$ cat config.mk
export PLATFORM = sky130hd
export DESIGN_NAME = twa_alarm
export DESIGN_NICKNAME = d
export VERILOG_FILES = /design/src/rtl/twa_pkg.sv /design/src/rtl/twa_alarm.sv
export SDC_FILE = /design/constraint.sdc
export NUM_CORES = 1
export LEC_CHECK = 0
export ABC_AREA = 1
export BUFFER_PORTS_ARGS = -buffer_cell sky130_fd_sc_hd__buf_2
export CAP_MARGIN = 20
export CORE_MARGIN = 3
export CORE_UTILIZATION = 60
export DETAILED_ROUTE_END_ITERATION = 16
export GPL_ROUTABILITY_DRIVEN = 0
export GPL_TIMING_DRIVEN = 1
export PLACE_DENSITY_LB_ADDON = 0.05
export SLEW_MARGIN = 20
export SYNTH_ARGS = -nofsm -noshare
export SYNTH_HDL_FRONTEND = slang
export SYNTH_SLANG_ARGS = --single-unit
$ cat constraint.sdc
create_clock -name i_clk -period 20.4 [get_ports i_clk]
set_input_delay 5.1 -clock i_clk [delete_from_list [all_inputs] [get_ports i_clk]]
set_output_delay 5.1 -clock i_clk [all_outputs]
set_load 0.005 [all_outputs]
$ cat src/rtl/twa_pkg.sv
package twa_pkg;

    localparam int FRAC_BITS    = 16;
    localparam int CORDIC_STEPS = 20;
    // 35 bits cover |x|,|y| <= 2^31 times the CORDIC gain and the sqrt(2) length
    localparam int XY_W         = 35;
    localparam int ACC_W        = 27;
    localparam int PERCENT_FULL = 100;
    localparam int ANGLE_MAX    = 180;

    localparam logic [1:0] CFG_ALERT_ANGLE    = 2'd0;
    localparam logic [1:0] CFG_THRESHOLD_PCT  = 2'd1;
    localparam logic [1:0] CFG_BLINK_INTERVAL = 2'd2;

    localparam logic [7:0]  ALERT_ANGLE_RST    = 8'd20;
    localparam logic [6:0]  THRESHOLD_PCT_RST  = 7'd50;
    localparam logic [15:0] BLINK_INTERVAL_RST = 16'd500;

    // atan(2^-i) in degrees, 16 fraction bits
    localparam int ATAN_DEG_TAB [CORDIC_STEPS] = '{
        2949120, 1740967, 919879, 466945, 234379, 117304, 58666, 29335,
        14668, 7334, 3667, 1833, 917, 458, 229, 115, 57, 29, 14, 7
    };

    typedef struct packed {
        logic signed [15:0] accel_x;
        logic signed [15:0] accel_z;
        logic [31:0]        time_ms;
    } t_twa_req;

    typedef struct packed {
        logic       led_level;
        logic       tilt_active;
        logic [7:0] angle_degrees;
    } t_twa_rsp;

    typedef struct packed {
        logic signed [XY_W-1:0]  x;
        logic signed [XY_W-1:0]  y;
        logic signed [ACC_W-1:0] acc;
    } t_cordic_vec;

    // fields that ride along the CORDIC chain untouched
    typedef struct packed {
        logic [31:0] time_ms;
        logic        special;
        logic [7:0]  special_angle;
        logic        turned;
    } t_twa_side;

endpackage

$ cat src/rtl/twa_alarm.sv
module twa_alarm #(
    parameter int WINDOW_DEPTH = 16
) (
    input  logic              i_clk,
    input  logic              i_rst_n,
    input  logic              i_en,
    input  logic              i_valid,
    input  logic [7:0]        i_angle,
    input  logic              i_hit,
    input  logic [31:0]       i_time_ms,
    input  logic [6:0]        i_threshold_pct,
    input  logic [15:0]       i_blink_interval,
    output twa_pkg::t_twa_rsp o_rsp
);

    localparam int CW = $clog2(WINDOW_DEPTH + 1);
    localparam int PW = $clog2(WINDOW_DEPTH * twa_pkg::PERCENT_FULL + 1);
    localparam logic [6:0] PCT_FULL = 7'(twa_pkg::PERCENT_FULL);

    // hits of the last WINDOW_DEPTH samples, newest at bit 0
    logic [WINDOW_DEPTH-1:0] r_hits;
    logic [WINDOW_DEPTH-1:0] n_hits;
    logic [CW-1:0]           r_count;
    logic [CW-1:0]           n_count;
    logic                    r_alarm;
    logic                    n_alarm;
    logic                    r_phase;
    logic                    n_phase;
    logic                    r_pin;
    logic                    n_pin;
    logic [31:0]             r_prev;

    logic [6:0]    pct_sat;
    logic [PW-1:0] thr_up;
    logic [PW-1:0] thr_dn;
    logic [PW-1:0] count_scaled;
    logic [31:0]   elapsed;

    always_comb begin
        n_hits  = {r_hits[WINDOW_DEPTH-2:0], i_hit};
        n_count = r_count - CW'(r_hits[WINDOW_DEPTH-1]) + CW'(i_hit);

        // count > floor(W*p/100) is the same as W*p < 100*count
        pct_sat      = (i_threshold_pct > PCT_FULL) ? PCT_FULL : i_threshold_pct;
        thr_up       = PW'(WINDOW_DEPTH) * PW'(pct_sat);
        thr_dn       = PW'(WINDOW_DEPTH) * PW'(PCT_FULL - pct_sat);
        count_scaled = PW'(n_count) * PW'(twa_pkg::PERCENT_FULL);
        n_alarm      = r_alarm ? (thr_dn < count_scaled) : (thr_up < count_scaled);

        elapsed = i_time_ms - r_prev;
        n_phase = r_phase;
        n_pin   = r_pin;
        if (n_alarm) begin
            if (elapsed >= 32'(i_blink_interval)) begin
                n_pin   = ~r_phase;
                n_phase = ~r_phase;
            end
        end else begin
            n_pin = 1'b0;
        end
    end

    always_ff @(posedge i_clk) begin
        if (!i_rst_n) begin
            r_hits  <= '0;
            r_count <= '0;
            r_alarm <= 1'b0;
            r_phase <= 1'b0;
            r_pin   <= 1'b0;
            r_prev  <= '0;
        end else if (i_en && i_valid) begin
            r_hits  <= n_hits;
            r_count <= n_count;
            r_alarm <= n_alarm;
            r_phase <= n_phase;
            r_pin   <= n_pin;
            r_prev  <= i_time_ms;
        end
    end

    assign o_rsp.led_level     = n_pin;
    assign o_rsp.tilt_active   = n_alarm;
    assign o_rsp.angle_degrees = i_angle;

endmodule

==> results.sh <==
export IMPL_fin_crit_sh_pct=69.43
export IMPL_seqCellArea_mm2=0.001121
export IMPL_ant_nets=0
export IMPL_finalSetupViolCount=0
export IMPL_drt_pass1_iterations=6
export IMPL_pwr_share_clk_pct=15.2
export IMPL_p_sw_uw=200.5
export IMPL_grt_ovfl_total=0
export IMPL_hold_path_class="register to register"
export IMPL_diodes=0
export IMPL_maxSlewHeadroom_pct=45.08
export IMPL_comb_power_share_pct=57.8
export IMPL_clk_pin_slew_worst_paths_ps=110
export IMPL_via_count=5525
export IMPL_rows=35
export IMPL_synth_top_area_cell="dfxtp_1"
export IMPL_critPathKind="input port to primary output"
export IMPL_synth_enable_flop_cells=0
export IMPL_use_met3_pct=2.285
export IMPL_htreeDepth=2
export IMPL_critPathArrivalTime_ps=9060
export IMPL_leakagePower_uw=0.003679
export IMPL_coreArea_mm2=0.009415
export IMPL_startpoint_type="input port"
export IMPL_grt_max_degree=88
export IMPL_antenna_found_initial=0
export IMPL_dpl_cell_area_mm2=0.006231
export IMPL_drt_iter0_markers=344
export IMPL_insertion_delay_ps=320
export IMPL_cts_tree="done"
export IMPL_yosys_top_cells_area="dfxtp_1 (19%), nand2_1 (18%), ha_1 (17%), inv_1 (13%), nor2_1 (6.1%)"
export IMPL_yosysMostFrequentCell="nand2_1"
export IMPL_fp_dieH_um=105.2
export IMPL_fin_nets=1176
export IMPL_nFillCells=1005
export IMPL_die_area_mm2=0.01106
export IMPL_syn_num_nets=1136
export IMPL_synthTopCellsByCount="nand2_1 (277), inv_1 (209), nor2_1 (96)"
export IMPL_portBuffers=61
export IMPL_ir_drop_uv=36.43
export IMPL_clock_path_buffers=2
export IMPL_fin_area_mm2=0.006329
export IMPL_area_growth_pct=7.252
export IMPL_cts_sinks=56
export IMPL_finalSetupTns_ps=0
export IMPL_grt_setup_unrepaired="false"
export IMPL_p_sw_share_pct=44.49
export IMPL_post_route_min_period_ps=14160
export IMPL_netlist_area_mm2=0.005901
export IMPL_worstMarginPinSlew_ps=823.8
export IMPL_endpoint_kind="primary output"
export IMPL_cts_hold_buf=0
export IMPL_top_usage_layer="met2"
export IMPL_drive_gt1_share_pct=9.630
export IMPL_start_util_pct=62.67
export IMPL_hold_viol=0
export IMPL_multi_input_comb_area_mm2=0.003832
export IMPL_ys_ff_latch=56
export IMPL_clk_root_buffer_cell="clkbuf_8"
export IMPL_synth_cell_types=31
export IMPL_maxCapViolations=0
export IMPL_max_freq_mhz=70.60
export IMPL_yosys_warnings=0
export IMPL_async_reset_ff_share_pct=0
export IMPL_cp_max_fo=4
export IMPL_vias_per_cell=4.775
export IMPL_die_width_um=105.2
export IMPL_dp_hpwl_um=10020
export IMPL_cts_buffers=5
export IMPL_powerDensity_mw_per_mm2=71.21
export IMPL_post_cts_setup_buffers=0
export IMPL_synth_ff_type="dfxtp_1"
export IMPL_synthCells=987
export IMPL_grtUsageTotal_pct=23.35
export IMPL_internal_power_uw=250.2
export IMPL_finalClockSkew_ps=4.316
export IMPL_grt_use_met1_pct=32.99
export IMPL_avgSynthCellArea_um2=5.978
export IMPL_grtUsageMet2_pct=38.54
export IMPL_status="completed"
export IMPL_cts_resized=0
export IMPL_drc=0
export IMPL_grt_pass1_vias=5034
export IMPL_wire_per_inst_um=10.52
export IMPL_routed_wl_um=12170
export IMPL_drv_slew=0
export IMPL_yosysSeqAreaShare_pct=19.00
export IMPL_grt_first_pass_wirelength_um=22090
export IMPL_seq_power_share_pct=27.1
export IMPL_synth_top_cell_area_share_pct=19.00
export IMPL_io_pins=78
export IMPL_worst_ep_required_time_ps=15300
-- final timing paths --
| check | from | to | slack (ps) | depth (start not counted) |
|---|---|---|---|---|
| worst max-delay path | i_hit | o_rsp[9] | 6240 | 20 |
| worst min-delay path | r_prev[20] | r_prev[20] | 460 | 2 |
| worst max register to register | r_count[0] | r_phase | 15570 | 22 |
| worst min register to register | r_prev[20] | r_prev[20] | 460 | 2 |
-- per-stage QoR --
stage	util [%]	hold WS (ps)	worst slack, ps	total power, µW	instances
floorplan	-	433.1	6636	333.4	987
global placement	66.18	445.9	6348	377.7	1149
detailed placement	66.18	450.5	6254	383.6	1149
CTS	67.22	468.1	6228	454.4	1157
global route	67.22	489.6	5940	505.7	1157
finish	67.22	463.2	6236	450.7	1157
-- worst max-delay path: stages --
cell      delay, ps
buf_2            90
ha_1            160
inv_1            50
fa_1            390
o21ai_0         220
xor2_1          310
ha_1            290
inv_1            60
ha_1            230
ha_1            300
ha_1            320
a21oi_1         270
xor2_1          180
ha_1            260
a211o_1         290
o21bai_1        160
nand2_1         100
nand3_2         100
inv_1            60
buf_2           110
-- power by group through the flow --
| stage | registers, µW | clock network, µW | logic (µW) |
|---|---|---|---|
| final | 122 | 68.4 | 260 |
| after global routing | 123 | 76.5 | 306 |
| after CTS | 122 | 70.9 | 261 |
| after detailed placement | 124 | 0 | 259 |
| after global placement | 124 | 0 | 253 |
| after floorplan | 123 | 0 | 210 |
-- cells by family (layout without fill, tap and decap cells) --
| group | count (synthesis) | count (layout) | share of synthesized area, % |
|---|---|---|---|
| adder cells (fa/ha/maj) | 81 | 81 | 17.56 |
| flip-flops | 56 | 56 | 19.00 |
| buffers and inverters | 243 | 284 | 16.09 |
| AND/OR/NAND/NOR | 437 | 437 | 30.41 |
| XOR/XNOR | 30 | 30 | 4.453 |
| AO/OA/AOI/OAI | 140 | 140 | 12.49 |
-- flip-flops by register name, summed over array words and instances (netlist names) --
| signal | count |
|---|---|
| r_alarm | 1 |
| r_count | 5 |
| r_hits | 16 |
| r_phase | 1 |
| r_pin | 1 |
| r_prev | 32 |
-- cell type report --
class	instances	share of cell area [%]
sequential	56	17.71
timing repair buffer	62	4.943
multi-input combinational	688	60.56
tap	129	2.550
clock inverter	3	0.4547
inverter	214	12.69
clock buffer	5	1.087
-- layer usage --
metal | up-vias | part of all wire (%)
met5 | - | 0
met4 | 0 | 1.2
met3 | 13 | 2.8
met2 | 80 | 44
met1 | 2329 | 52
li1 | 3103 | -
-- placed cells by master (no fill, tap or decap), types with 5 or more instances in the layout --
cell,Yosys,routed
xor2_1,24,24
nand4_1,5,5
dfxtp_1,56,56
nor2_1,96,96
nand2_1,277,276
ha_1,78,78
inv_2,5,5
nand3_1,27,27
inv_1,209,209
nor2_2,7,7
nand3_2,5,5
buf_2,0,61
a21oi_1,69,69
nand2_2,7,8
o21ai_0,58,58
clkbuf_8,0,5
xnor2_1,6,6
Power figures use the tool's default switching activity.
